**src/hw/rtl/activity_idle_detector_assert.svh**
```systemverilog
// Assertion macros used by the idle detector core RTL
`ifndef ACTIVITY_IDLE_DETECTOR_ASSERT_SVH
`define ACTIVITY_IDLE_DETECTOR_ASSERT_SVH

// Condition that must hold at every clock edge out of reset
`define AID_ASSERT(lbl, cond, msg) \
	lbl: assert property (@(posedge clk) disable iff (!arst_n) (cond)) else $error(msg);

// Same-cycle implication
`define AID_IMPLY(lbl, ante, cons, msg) \
	lbl: assert property (@(posedge clk) disable iff (!arst_n) (ante) |-> (cons)) \
		else $error(msg);

// Next-cycle implication
`define AID_NEXT(lbl, ante, cons, msg) \
	lbl: assert property (@(posedge clk) disable iff (!arst_n) (ante) |=> (cons)) \
		else $error(msg);

`endif

```
**src/hw/rtl/aid_pkg.sv**
```systemverilog
// Package: types, register indexes and constants of the idle detector
`default_nettype none

package aid_pkg;

	localparam int HISTORY_DEPTH_DEF = 9;
	localparam int COUNT_WIDTH_DEF   = 32;

	localparam int CFG_IDX_W  = 2;
	localparam int CFG_DATA_W = 32;

	localparam logic [CFG_IDX_W-1:0] CFG_IDLE_THRESHOLD  = 2'd0;
	localparam logic [CFG_IDX_W-1:0] CFG_RESCUE_INTERVAL = 2'd1;

	localparam logic [7:0]  IDLE_THRESHOLD_RST  = 8'd3;
	localparam logic [31:0] RESCUE_INTERVAL_RST = 32'd600;

	localparam logic KIND_TICK = 1'b0;
	localparam logic KIND_WAKE = 1'b1;

	typedef struct packed {
		logic        kind;
		logic [31:0] activity_total;
		logic [31:0] now_seconds;
	} in_item_t;

	typedef struct packed {
		logic        run_idle_work;
		logic [7:0]  idle_count;
		logic [29:0] reference_level;
		logic        window_full;
	} out_item_t;

endpackage

`default_nettype wire

```
**src/hw/rtl/activity_idle_detector.sv**
```systemverilog
// Top level of the activity idle detector
//
//  channel   dir  handshake                  payload
//  tick      in   tick_valid / tick_stall    tick_data   (aid_pkg::in_item_t)
//  result    out  result_valid / result_stall result_data (aid_pkg::out_item_t)
//  cfg       in   cfg_we                     cfg_index, cfg_data
//
// One request per cycle while result_stall stays low; each request passes through the
// input register, delta stage, two reciprocal-multiply stages for the divide by the window
// depth and the result register. The window and quiet-count update is registered with the result.
// Reset clears all pipeline valids and detector state at once; no sweep follows.
// Each stage fills a bubble under a stalled result, so tick_stall rises only once
// all stages hold requests and result_stall is high.
`default_nettype none

module activity_idle_detector #(
	parameter int HISTORY_DEPTH = aid_pkg::HISTORY_DEPTH_DEF,
	parameter int COUNT_WIDTH   = aid_pkg::COUNT_WIDTH_DEF
) (
	input  wire logic                           clk,
	input  wire logic                           arst_n,
	input  wire logic                           tick_valid,
	output logic                                tick_stall,
	input  wire aid_pkg::in_item_t              tick_data,
	output logic                                result_valid,
	input  wire logic                           result_stall,
	output aid_pkg::out_item_t                  result_data,
	input  wire logic                           cfg_we,
	input  wire logic [aid_pkg::CFG_IDX_W-1:0]  cfg_index,
	input  wire logic [aid_pkg::CFG_DATA_W-1:0] cfg_data
);
	import aid_pkg::*;

	localparam int L  = $clog2(HISTORY_DEPTH);
	localparam int RW = (L > 0) ? L : 1;

	logic                   f_valid, f_ready, f_kind;
	logic [31:0]            f_now;
	logic [COUNT_WIDTH-1:0] f_delta;
	logic                   d_valid, d_ready, d_kind;
	logic [31:0]            d_now;
	logic [COUNT_WIDTH-1:0] d_delta, d_quot;
	logic [RW-1:0]          d_rem;

	aid_front #(
		.CW(COUNT_WIDTH)
	) u_front (
		.clk       (clk),
		.arst_n    (arst_n),
		.tick_valid(tick_valid),
		.tick_stall(tick_stall),
		.tick_data (tick_data),
		.valid     (f_valid),
		.kind      (f_kind),
		.now       (f_now),
		.delta     (f_delta),
		.ready     (f_ready)
	);

	aid_recip #(
		.D (HISTORY_DEPTH),
		.CW(COUNT_WIDTH)
	) u_recip (
		.clk     (clk),
		.arst_n  (arst_n),
		.up_valid(f_valid),
		.up_ready(f_ready),
		.up_kind (f_kind),
		.up_now  (f_now),
		.up_delta(f_delta),
		.valid   (d_valid),
		.kind    (d_kind),
		.now     (d_now),
		.delta   (d_delta),
		.quot    (d_quot),
		.rem     (d_rem),
		.ready   (d_ready)
	);

	aid_core #(
		.D (HISTORY_DEPTH),
		.CW(COUNT_WIDTH)
	) u_core (
		.clk         (clk),
		.arst_n      (arst_n),
		.up_valid    (d_valid),
		.up_ready    (d_ready),
		.up_kind     (d_kind),
		.up_now      (d_now),
		.up_delta    (d_delta),
		.up_quot     (d_quot),
		.up_rem      (d_rem),
		.result_valid(result_valid),
		.result_stall(result_stall),
		.result_data (result_data),
		.cfg_we      (cfg_we),
		.cfg_index   (cfg_index),
		.cfg_data    (cfg_data)
	);

endmodule

`default_nettype wire

```
**src/hw/rtl/aid_front.sv**
```systemverilog
// Input register and activity delta stage
`default_nettype none

module aid_front #(
	parameter int CW = aid_pkg::COUNT_WIDTH_DEF
) (
	input  wire logic             clk,
	input  wire logic             arst_n,
	input  wire logic             tick_valid,
	output logic                  tick_stall,
	input  wire aid_pkg::in_item_t tick_data,
	output logic                  valid,
	output logic                  kind,
	output logic [31:0]           now,
	output logic [CW-1:0]         delta,
	input  wire logic             ready
);
	import aid_pkg::*;

	logic          valid_s1, kind_s1;
	logic [CW-1:0] total_s1;
	logic [31:0]   now_s1;
	logic          valid_s2, kind_s2;
	logic [31:0]   now_s2;
	logic [CW-1:0] delta_s2;
	logic [CW-1:0] prev_total_q;
	logic          ready_s1, ready_s2;

	assign ready_s2   = !valid_s2 || ready;
	assign ready_s1   = !valid_s1 || ready_s2;
	assign tick_stall = !ready_s1;

	always_ff @(posedge clk or negedge arst_n) begin
		if (!arst_n) begin
			valid_s1     <= 1'b0;
			valid_s2     <= 1'b0;
			prev_total_q <= '0;
		end else begin
			if (ready_s1)
				valid_s1 <= tick_valid;
			if (ready_s2)
				valid_s2 <= valid_s1;
			// track the count of the last tick as it leaves the input register
			if (valid_s1 && ready_s2 && kind_s1 == KIND_TICK)
				prev_total_q <= total_s1;
		end
	end

	always_ff @(posedge clk) begin
		if (ready_s1 && tick_valid) begin
			kind_s1  <= tick_data.kind;
			total_s1 <= tick_data.activity_total[CW-1:0];
			now_s1   <= tick_data.now_seconds;
		end
		if (ready_s2 && valid_s1) begin
			kind_s2  <= kind_s1;
			now_s2   <= now_s1;
			delta_s2 <= total_s1 - prev_total_q;
		end
	end

	assign valid = valid_s2;
	assign kind  = kind_s2;
	assign now   = now_s2;
	assign delta = delta_s2;

endmodule

`default_nettype wire

```
**src/hw/rtl/aid_recip.sv**
```systemverilog
// Divide of the delta by the window depth through a reciprocal multiply
`default_nettype none

module aid_recip #(
	parameter int D  = aid_pkg::HISTORY_DEPTH_DEF,
	parameter int CW = aid_pkg::COUNT_WIDTH_DEF,
	localparam int L  = $clog2(D),
	localparam int RW = (L > 0) ? L : 1
) (
	input  wire logic          clk,
	input  wire logic          arst_n,
	input  wire logic          up_valid,
	output logic               up_ready,
	input  wire logic          up_kind,
	input  wire logic [31:0]   up_now,
	input  wire logic [CW-1:0] up_delta,
	output logic               valid,
	output logic               kind,
	output logic [31:0]        now,
	output logic [CW-1:0]      delta,
	output logic [CW-1:0]      quot,
	output logic [RW-1:0]      rem,
	input  wire logic          ready
);
	import aid_pkg::*;

	// m = ceil(2^(CW+L) / D) gives an exact quotient for every CW-bit value
	localparam int K  = CW + L;
	localparam int MW = CW + 1;
	localparam int PW = CW + MW;
	localparam logic [63:0] M_FULL = ((64'd1 << K) + 64'(D) - 64'd1) / 64'(D);
	localparam logic [MW-1:0] MULT = M_FULL[MW-1:0];

	logic          valid_s3, kind_s3;
	logic [31:0]   now_s3;
	logic [CW-1:0] delta_s3;
	logic [PW-1:0] prod_s3;
	logic          valid_s4, kind_s4;
	logic [31:0]   now_s4;
	logic [CW-1:0] delta_s4, quot_s4;
	logic [RW-1:0] rem_s4;
	logic          ready_s3, ready_s4;
	logic [PW-1:0] prod_d, qfull;
	logic [CW-1:0] quot_d, rfull, dvsr;

	assign ready_s4 = !valid_s4 || ready;
	assign ready_s3 = !valid_s3 || ready_s4;
	assign up_ready = ready_s3;

	assign prod_d = PW'(up_delta) * PW'(MULT);
	assign qfull  = prod_s3 >> K;
	assign quot_d = qfull[CW-1:0];
	assign dvsr   = CW'(D);
	assign rfull  = delta_s3 - quot_d * dvsr;

	always_ff @(posedge clk or negedge arst_n) begin
		if (!arst_n) begin
			valid_s3 <= 1'b0;
			valid_s4 <= 1'b0;
		end else begin
			if (ready_s3)
				valid_s3 <= up_valid;
			if (ready_s4)
				valid_s4 <= valid_s3;
		end
	end

	always_ff @(posedge clk) begin
		if (ready_s3 && up_valid) begin
			kind_s3  <= up_kind;
			now_s3   <= up_now;
			delta_s3 <= up_delta;
			prod_s3  <= prod_d;
		end
		if (ready_s4 && valid_s3) begin
			kind_s4  <= kind_s3;
			now_s4   <= now_s3;
			delta_s4 <= delta_s3;
			quot_s4  <= quot_d;
			rem_s4   <= rfull[RW-1:0];
		end
	end

	assign valid = valid_s4;
	assign kind  = kind_s4;
	assign now   = now_s4;
	assign delta = delta_s4;
	assign quot  = quot_s4;
	assign rem   = rem_s4;

endmodule

`default_nettype wire

```
**src/hw/rtl/aid_core.sv**
```systemverilog
// Window state, quiet counting, run decision, config registers and result register
`default_nettype none

`include "activity_idle_detector_assert.svh"

module aid_core #(
	parameter int D  = aid_pkg::HISTORY_DEPTH_DEF,
	parameter int CW = aid_pkg::COUNT_WIDTH_DEF,
	localparam int L  = $clog2(D),
	localparam int RW = (L > 0) ? L : 1
) (
	input  wire logic                          clk,
	input  wire logic                          arst_n,
	input  wire logic                          up_valid,
	output logic                               up_ready,
	input  wire logic                          up_kind,
	input  wire logic [31:0]                   up_now,
	input  wire logic [CW-1:0]                 up_delta,
	input  wire logic [CW-1:0]                 up_quot,
	input  wire logic [RW-1:0]                 up_rem,
	output logic                               result_valid,
	input  wire logic                          result_stall,
	output aid_pkg::out_item_t                 result_data,
	input  wire logic                          cfg_we,
	input  wire logic [aid_pkg::CFG_IDX_W-1:0] cfg_index,
	input  wire logic [aid_pkg::CFG_DATA_W-1:0] cfg_data
);
	import aid_pkg::*;

	localparam int FW = $clog2(D + 1);
	localparam logic signed [RW+1:0] DS = (RW+2)'(D);

	logic [CW-1:0] winq_q [D];
	logic [RW-1:0] winr_q [D];
	logic [FW-1:0] fill_q;
	logic [CW-1:0] qsum_q;
	logic [RW-1:0] rsum_q;
	logic [7:0]    quiet_q;
	logic [31:0]   last_run_q;
	logic [7:0]    thr_q;
	logic [31:0]   rescue_q;
	logic          result_valid_q;
	out_item_t     res_data_q;

	logic                 res_ready, core_load, is_tick, full, quiet_hit, rescue, run;
	logic [CW-3:0]        ref_lvl;
	logic [CW-1:0]        sub_q, qs, qn;
	logic [RW-1:0]        sub_r, rn;
	logic signed [RW+1:0] rs, rs_lo, rs_hi;
	logic [7:0]           quiet_t;
	logic [31:0]          since_run;
	out_item_t            res_d;

	assign res_ready = !result_valid_q || !result_stall;
	assign up_ready  = res_ready;
	assign core_load = up_valid && res_ready;

	assign is_tick   = (up_kind == KIND_TICK);
	assign full      = (fill_q == FW'(D));
	assign ref_lvl   = qsum_q[CW-1:2];
	assign quiet_hit = (up_delta <= CW'(ref_lvl));

	// running quotient and remainder of the window sum; quotient is the average
	assign sub_q = full ? winq_q[D-1] : '0;
	assign sub_r = full ? winr_q[D-1] : '0;
	assign qs    = qsum_q + up_quot - sub_q;
	assign rs    = $signed({2'b00, rsum_q}) + $signed({2'b00, up_rem}) - $signed({2'b00, sub_r});
	assign rs_lo = rs + DS;
	assign rs_hi = rs - DS;

	always_comb begin
		if (rs < 0) begin
			qn = qs - CW'(1);
			rn = rs_lo[RW-1:0];
		end else if (rs >= DS) begin
			qn = qs + CW'(1);
			rn = rs_hi[RW-1:0];
		end else begin
			qn = qs;
			rn = rs[RW-1:0];
		end
	end

	always_comb begin
		quiet_t = quiet_q;
		if (is_tick) begin
			if (!full)
				quiet_t = 8'd0;
			else if (!quiet_hit)
				quiet_t = 8'd0;
			else if (quiet_q != 8'hFF)
				quiet_t = quiet_q + 8'd1;
		end
	end

	assign since_run = up_now - last_run_q;
	assign rescue    = (since_run > rescue_q);
	assign run       = !is_tick || rescue || (quiet_t >= thr_q);

	always_comb begin
		res_d.run_idle_work   = run;
		res_d.idle_count      = run ? 8'd0 : quiet_t;
		res_d.reference_level = (is_tick && full) ? 30'(ref_lvl) : 30'd0;
		res_d.window_full     = is_tick && full;
	end

	always_ff @(posedge clk or negedge arst_n) begin
		if (!arst_n) begin
			fill_q         <= '0;
			qsum_q         <= '0;
			rsum_q         <= '0;
			quiet_q        <= 8'd0;
			last_run_q     <= 32'd0;
			thr_q          <= IDLE_THRESHOLD_RST;
			rescue_q       <= RESCUE_INTERVAL_RST;
			result_valid_q <= 1'b0;
		end else begin
			if (res_ready)
				result_valid_q <= up_valid;
			if (core_load) begin
				if (is_tick) begin
					if (!full)
						fill_q <= fill_q + FW'(1);
					qsum_q  <= qn;
					rsum_q  <= rn;
					quiet_q <= quiet_t;
				end
				if (run) begin
					fill_q     <= '0;
					qsum_q     <= '0;
					rsum_q     <= '0;
					quiet_q    <= 8'd0;
					last_run_q <= up_now;
				end
			end
			if (cfg_we) begin
				unique case (cfg_index)
					CFG_IDLE_THRESHOLD:  thr_q    <= cfg_data[7:0];
					CFG_RESCUE_INTERVAL: rescue_q <= cfg_data[31:0];
					default: ;
				endcase
			end
		end
	end

	// window taps: newest enters at the head, oldest sits at the last tap once full
	always_ff @(posedge clk) begin
		if (core_load && is_tick) begin
			winq_q[0] <= up_quot;
			winr_q[0] <= up_rem;
			for (int i = 1; i < D; i++) begin
				winq_q[i] <= winq_q[i-1];
				winr_q[i] <= winr_q[i-1];
			end
		end
		if (core_load)
			res_data_q <= res_d;
	end

	assign result_valid = result_valid_q;
	assign result_data  = res_data_q;

	`AID_ASSERT(a_fill_bound, fill_q <= FW'(D), "window fill beyond depth")
	`AID_ASSERT(a_rem_bound, {1'b0, rsum_q} < (RW+1)'(D), "window remainder not normalized")
	`AID_NEXT(a_run_clears, core_load && run, fill_q == '0 && quiet_q == 8'd0 && qsum_q == '0, "run left window or quiet count set")
	`AID_IMPLY(a_quiet_full, result_valid_q && res_data_q.idle_count != 8'd0, res_data_q.window_full && !res_data_q.run_idle_work, "quiet count without full window compare")

endmodule

`default_nettype wire

```
**config.mk**
```make
export PLATFORM = sky130hd
export DESIGN_NAME = activity_idle_detector
export DESIGN_NICKNAME = d
export VERILOG_FILES = /design/src/hw/rtl/aid_pkg.sv /design/src/hw/rtl/activity_idle_detector.sv /design/src/hw/rtl/aid_front.sv /design/src/hw/rtl/aid_recip.sv /design/src/hw/rtl/aid_core.sv
export VERILOG_INCLUDE_DIRS = /design/src /design/src/hw/rtl
export SDC_FILE = /design/constraint.sdc
export NUM_CORES = 2
export LEC_CHECK = 0
export BUFFER_PORTS_ARGS = -buffer_cell sky130_fd_sc_hd__buf_2
export CORE_ASPECT_RATIO = 1.2
export CORE_MARGIN = 5
export CORE_UTILIZATION = 30
export CTS_BUF_LIST = sky130_fd_sc_hd__clkbuf_8
export CTS_CLUSTER_DIAMETER = 60
export DETAILED_ROUTE_END_ITERATION = 10
export PLACE_DENSITY = 0.45
export SYNTH_ARGS = -nofsm -noshare
export SYNTH_HDL_FRONTEND = slang
export SYNTH_SLANG_ARGS = --single-unit
```
**constraint.sdc**
```tcl
create_clock -name clk -period 16.6 [get_ports clk]
set_input_delay 1.66 -clock clk [delete_from_list [all_inputs] [get_ports clk]]
set_output_delay 1.66 -clock clk [all_outputs]
set_load 0.02 [all_outputs]
```
# ---- Word-level counts from Yosys, hierarchy flattened
# Memories as Yosys holds them, arrays and structs flattened.
# Index checks and enable logic that the tools add are counted.
dict set report classes {
  reduce_logical 28
  magnitude_cmp 5
  muxes 21
  addsub 13
  n_eq_ne 5
  div_mod_pow 0
  shifts 0
  n_bitwise 2
  mul 2
}
# cell n
set ops {}
lappend ops {{$mux W32} 5}
lappend ops {{$sub A32 B32 Y32} 3}
lappend ops {{$mul A32 B30 Y62 const B} 1}
lappend ops {{$mux W8} 6}
lappend ops {{$add A32 B1 Y32 const B} 1}
lappend ops {{$add A32 B29 Y32} 1}
lappend ops {{$gt A32 B32 Y1} 1}
lappend ops {{$le A32 B30 Y1} 1}
lappend ops {{$mux W4} 8}
lappend ops {{$sub A32 B1 Y32 const B} 1}
lappend ops {{$mul A29 B4 Y4 const B} 1}
lappend ops {{$add A8 B1 Y8 const B} 1}
lappend ops {{$ge A8 B8 Y1} 1}
lappend ops {{$logic_and A1 B1 Y1} 8}
lappend ops {{$ne A8 B8 Y1 const B} 1}
lappend ops {{$reduce_and A2 Y1} 4}
lappend ops {{$logic_not A1 Y1} 7}
lappend ops {{$logic_or A1 B1 Y1} 7}
lappend ops {{$ge A6 B5 Y1 const B} 1}
lappend ops {{$lt A6 B1 Y1 const B} 1}
lappend ops {{$sub A5 B4 Y6} 1}
lappend ops {{$add A4 B4 Y5} 1}
lappend ops {{$add A4 B1 Y4 const B} 1}
lappend ops {{$add A4 B4 Y4 const B} 1}
lappend ops {{other kinds (10)} 12}
dict set report word_totals {
  mem_bits_ro 0
  ff_bits 552
  latch_bits 0
  mem_count 2
  inputBits 104
  mem_bits_rw 324
  output_inout_bits 42
}
# name words width read_ports rd_clocked_by_memory_dff wr line_no
set memory_table {}
lappend memory_table {u_core.winq_q 9 32 9 0 9 aid_core.sv:33} ;# logic [CW-1:0] winq_q [D];
lappend memory_table {u_core.winr_q 9 4 9 0 9 aid_core.sv:34} ;# logic [RW-1:0] winr_q [D];

# ---- Logic depth before layout (Yosys ltp)
dict set report depth {
  ltp_word 9
  mapped_depth 30
  depth_no_buf 28
}

# ---- By module
# From an unflattened synthesis, not the netlist that was laid out.
dict set report unflattened {
  hier_cells 3947
  area_unflattened_um2 49602.6
}
# module n_inst area_each_um2 cells_per_inst
set modules_own_cells {}
lappend modules_own_cells {aid_core 1 23724.0 1903}
lappend modules_own_cells {aid_recip 1 18863.1 1513}
lappend modules_own_cells {aid_front 1 7015.5 531}

# ---- Least setup slack after synthesis
# OpenSTA, ideal clock, no wires.
dict set report synth_timing {
  kind {input -> register}
  from {in result_stall}
  to {reg u_core.quiet_q[6]}
  t_required_ns 15.789
  cell_stages 4
  arrival_ns 14.821
  path_slack_ns 0.968
  path_buffers 0
  setup_ns 0.811
  path_cell_list {nand2_1 nand2_1 nor2_1 a221oi_1}
}
dict set report synth_between {
  elab_chain_cells 4
}
# item line_no
set synth_rtl {}
lappend synth_rtl {{start, declared} activity_idle_detector.sv:26} ;# input wire logic result_stall,
lappend synth_rtl {{$logic_not A1 Y1} aid_core.sv:54} ;# assign res_ready = !result_valid_q || !result_stall;
lappend synth_rtl {{$logic_or A1 B1 Y1} aid_core.sv:54}
lappend synth_rtl {{$logic_and A1 B1 Y1} aid_core.sv:56} ;# assign core_load = up_valid && res_ready;
lappend synth_rtl {{$reduce_and A2 Y1 (no line)} --}
lappend synth_rtl {{end signal, assigned} aid_core.sv:126} ;# quiet_q <= quiet_t;
lappend synth_rtl {{end, declared} aid_core.sv:38} ;# logic [7:0] quiet_q;
# No other way between the ends.
# A chain may end at the register's enable or synchronous reset.

# ---- Final worst setup path
dict set report layout_timing {
  from {reg u_front.delta_s2[11], in the netlist u_front.delta[11]}
  to {reg u_recip.prod_s3[63], data pin}
}
dict set report layout_between {
  elab_chain_cells 1
}
# item line_no
set layout_rtl {}
lappend layout_rtl {{start, declared} aid_front.sv:25} ;# logic [CW-1:0] delta_s2;
lappend layout_rtl {{start signal, assigned} aid_front.sv:58} ;# delta_s2 <= total_s1 - prev_total_q;
lappend layout_rtl {{$mul A32 B30 Y62} aid_recip.sv:50} ;# assign prod_d = PW'(up_delta) * PW'(MULT);
lappend layout_rtl {{named net u_recip.prod_d[63]} aid_recip.sv:43} ;# logic [PW-1:0] prod_d, qfull;
lappend layout_rtl {{end signal, assigned} aid_recip.sv:73} ;# prod_s3 <= prod_d;
lappend layout_rtl {{end, declared} aid_recip.sv:37} ;# logic [PW-1:0] prod_s3;
# The timed path passes the listed nets, and every way through them passes these cells.

==> key figures <==
Logic synthesis
  • Post-Synthesis Mean Instance Area: 12.8 um2
  • Share of synthesized registers carrying an async set or reset: 19.2%
  • Gate Count Post-Synth: 3741
  • Post-synth EDFFs: 659
  • Syn_nets: 4642
  • Main area contributors after synthesis: edfxtp_1 41%, ha_1 13%, fa_1 12%, dfrtp_1 7.9%, inv_1 4.7%
  • Post-synth cell types: 90
  • Main synth FF type: edfxtp_1
  • Post-synth top area share: 41.5%
  • Top post-synthesis cells by count: 659 x edfxtp_1, 592 x inv_1, 509 x ha_1
  • Synth Warn #: 0
  • Top-count cell post-synth: edfxtp_1
  • Leading area contributor after synthesis: edfxtp_1
  • Mapped cell area: 47700 um2
  • Sequential area share after synthesis: 49.7%
  • #FFs+latches synth: 816

Floorplanning
  • Die area: 167000 um2
  • # IOs: 146
  • Die X-Extent: 374 um
  • Die height: 447 um
  • Core area: 158000 um2
  • Row Count: 160
  • Initial Util: 30.1%

Clocking
  • Clk buf depth: 3
  • Sink Count: 816
  • Clock buffer count from CTS: 146
  • Root Buffer: clkbuf_8
  • CTS tree: yes
  • Clock slew at reported path FFs: 0.06 ns
  • Later-pin clock latency in the skew report: 0.87 ns
  • Setup Fix Bufs, Post-CTS: 0
  • H-tree levels: 4
  • Post_cts resized: 0
  • # hold bufs at CTS: 0

Placement
  • Pre-CTS setup slack: 7.79 ns
  • Placer Congestion: 0.918
  • Post-DP HPWL: 91.9 mm
  • IO Port Bufs: 145

Routing
  • Drt drc: 0
  • TritonRoute pass-1 iters: 5
  • Post-DR wirelength/cell: 19.1 um
  • Final ANT Viol Nets: 0
  • DR vias: 28000
  • Vias per inst: 4.51
  • DRT iter0 DRCs: 1443
  • Final WL: 119 mm

Timing
  • Fin crit share: 52.1%
  • Final min period: 8.64 ns
  • Setup TNS: 0 ns
  • Final Max Slew Viols: 0
  • Rel. slew slack: 30.5%
  • Final worst-path setup slack: 7.96 ns
  • Unrepaired setup endpoints after global routing: no
  • Fmax achieved: 116 MHz
  • Worst Skew: 0.0511 ns
  • Tightest Pin Transition: 1.04 ns
  • Setup Viol. Count Final: 0
  • Final Hold Viols: 0

Worst setup path
  • Buf/Inv on CP: 2
  • Data required time of the worst path: 17.18 ns
  • Crit-path most repeated cell: fa_1
  • Worst Setup Start Kind: flop
  • CP delay by family, top: adder cells
  • Slowest cell delay on critical path: 0.61 ns
  • Setup CP Type: flop to flop
  • WP data arrival: 9.22 ns
  • Critical path fanouts, max: 6
  • Crit path cell chain: inv_1 > fa_1 > inv_1 > ha_1 > ha_1 > or2_2 > fa_1 > fa_1 > fa_1 > fa_1 > ha_1 > ha_1 > nand4_1 > nor4_1 > o211ai_1 > a311oi_1 > nor3_1 > or3_1 > a21oi_1 > o21ai_0 > o21ai_0 > o21a_1 > nor2_1 > xnor2_1
  • CP max stage cell: fa_1
  • Worst Setup End Kind: flop

Run status
  • Status: finished, final reports clean

Global route
  • Largest net degree at the start of global routing: 147
  • Vias in the first global route: 29900
  • Initial antenna violation count: 9
  • GRT Resource Usage Total: 14.3%
  • First-pass GRT wire length: 182 mm
  • Gr ovfl total: 0

Finish
  • Synth-to-Final Area Change: 13.0%
  • Share of cells above drive strength 1: 11.9%
  • Filler instances: 15700
  • Layout net count: 4897

Worst hold path
  • Hold Path Class: flop to flop

Job
  • Max-cap violations: 0
[sequential cells by signal (all words and copies together) (netlist names), 32 cells and up]
| register | count |
|---|---|
| u_core.winr_q | 36 |
| u_front.now | 32 |
| u_core.qsum_q | 32 |
| u_recip.delta_s3 | 32 |
| u_recip.now | 32 |
| u_recip.delta | 32 |
| u_front.total_s1 | 32 |
| u_core.result_data | 40 |
| u_front.prev_total_q | 32 |
| u_recip.now_s3 | 32 |
| u_core.last_run_q | 32 |
| u_front.now_s1 | 32 |
| u_core.rescue_q | 32 |
| u_core.winq_q | 261 |
| u_front.delta | 32 |
[layer usage]
layer | global-route usage (%) | wire (um) | up-vias
met4 | 4.80 | 3490 | 0
li1 | - | - | 13600
met3 | 2.45 | 4360 | 186
met1 | 18.6 | 53800 | 13800
met5 | 0 | 0 | -
met2 | 24.1 | 56900 | 475
[worst reg2reg max path: cells and delay by family, from the launching register on]
family / cells / cell delay (ns)
simple gates: 6 / 1.77
fa+ha+maj: 9 / 3.88
buf+inv: 2 / 0.25
compound gates: 6 / 1.84
flops: 1 / 0.51
xor+xnor: 1 / 0.12
[logic make-up (layout without fill, tap and decap cells)]
family / after synthesis / count (layout) / synth area share (%)
AOI/OAI and AO/OA: 596 / 596 / 8.12
adders and majority gates: 797 / 797 / 25.4
and+or+nand+nor: 629 / 629 / 6.56
muxes: 70 / 70 / 1.64
buffers and inverters: 653 / 1027 / 5.15
xor gates and xnor gates: 180 / 180 / 3.34
other: 0 / 2 / 0
DFF: 816 / 816 / 49.7
[cell usage in the layout (no fill, tap or decap), types with 67 or more instances in the layout]
cell type	count
nor2_1	103
nor3_1	71
mux2_2	67
inv_1	633
buf_2	144
fa_1	288
edfxtp_1	659
clkbuf_8	153
nand2_1	179
ha_1	509
dfrtp_1	151
o21ai_0	145
xnor2_1	113
a21oi_1	163
a21o_1	75
[final timing paths]
kind	start	to	slack [ns]	cells after the start
worst max register to register	u_front.delta[11]	u_recip.prod_s3[63]	7.96	24
min in group asynchronous	arst_n	u_core.rescue_q[11]	0.81	1
max in group asynchronous	arst_n	u_core.qsum_q[29]	14.48	2
worst min register to register	u_recip.prod_s3[51]	u_recip.quot[15]	0.38	0
worst min-delay path	u_recip.prod_s3[51]	u_recip.quot[15]	0.38	0
worst max-delay path	u_front.delta[11]	u_recip.prod_s3[63]	7.96	24
[per-stage QoR]
step / utilization [%] / cells / hold slack, ns / instance area, um2
detailed placement: 32.2 / 5954 / 0.405 / 51000
floorplan: - / 3741 / 0.400 / 47700
global route: 34.0 / 6222 / 0.387 / 53900
CTS: 34.0 / 6221 / 0.369 / 53900
global placement: 32.2 / 5954 / 0.400 / 51000
finish: 34.0 / 6223 / 0.377 / 53900
[layout make-up]
class	count	area, um2	area share (%)
diodes	2	5.00	0.00929
clock buffers	153	2110	3.91
clock inverters	114	746	1.38
inverters	593	2230	4.13
multi-input cells	2272	21500	40.0
flip-flops and latches	816	23700	44.0
well taps	2106	2640	4.89
repair buffers	167	910	1.69
Power is not shown: default switching activity piles up to over one toggle a cycle in this logic, so the estimate is an artifact.
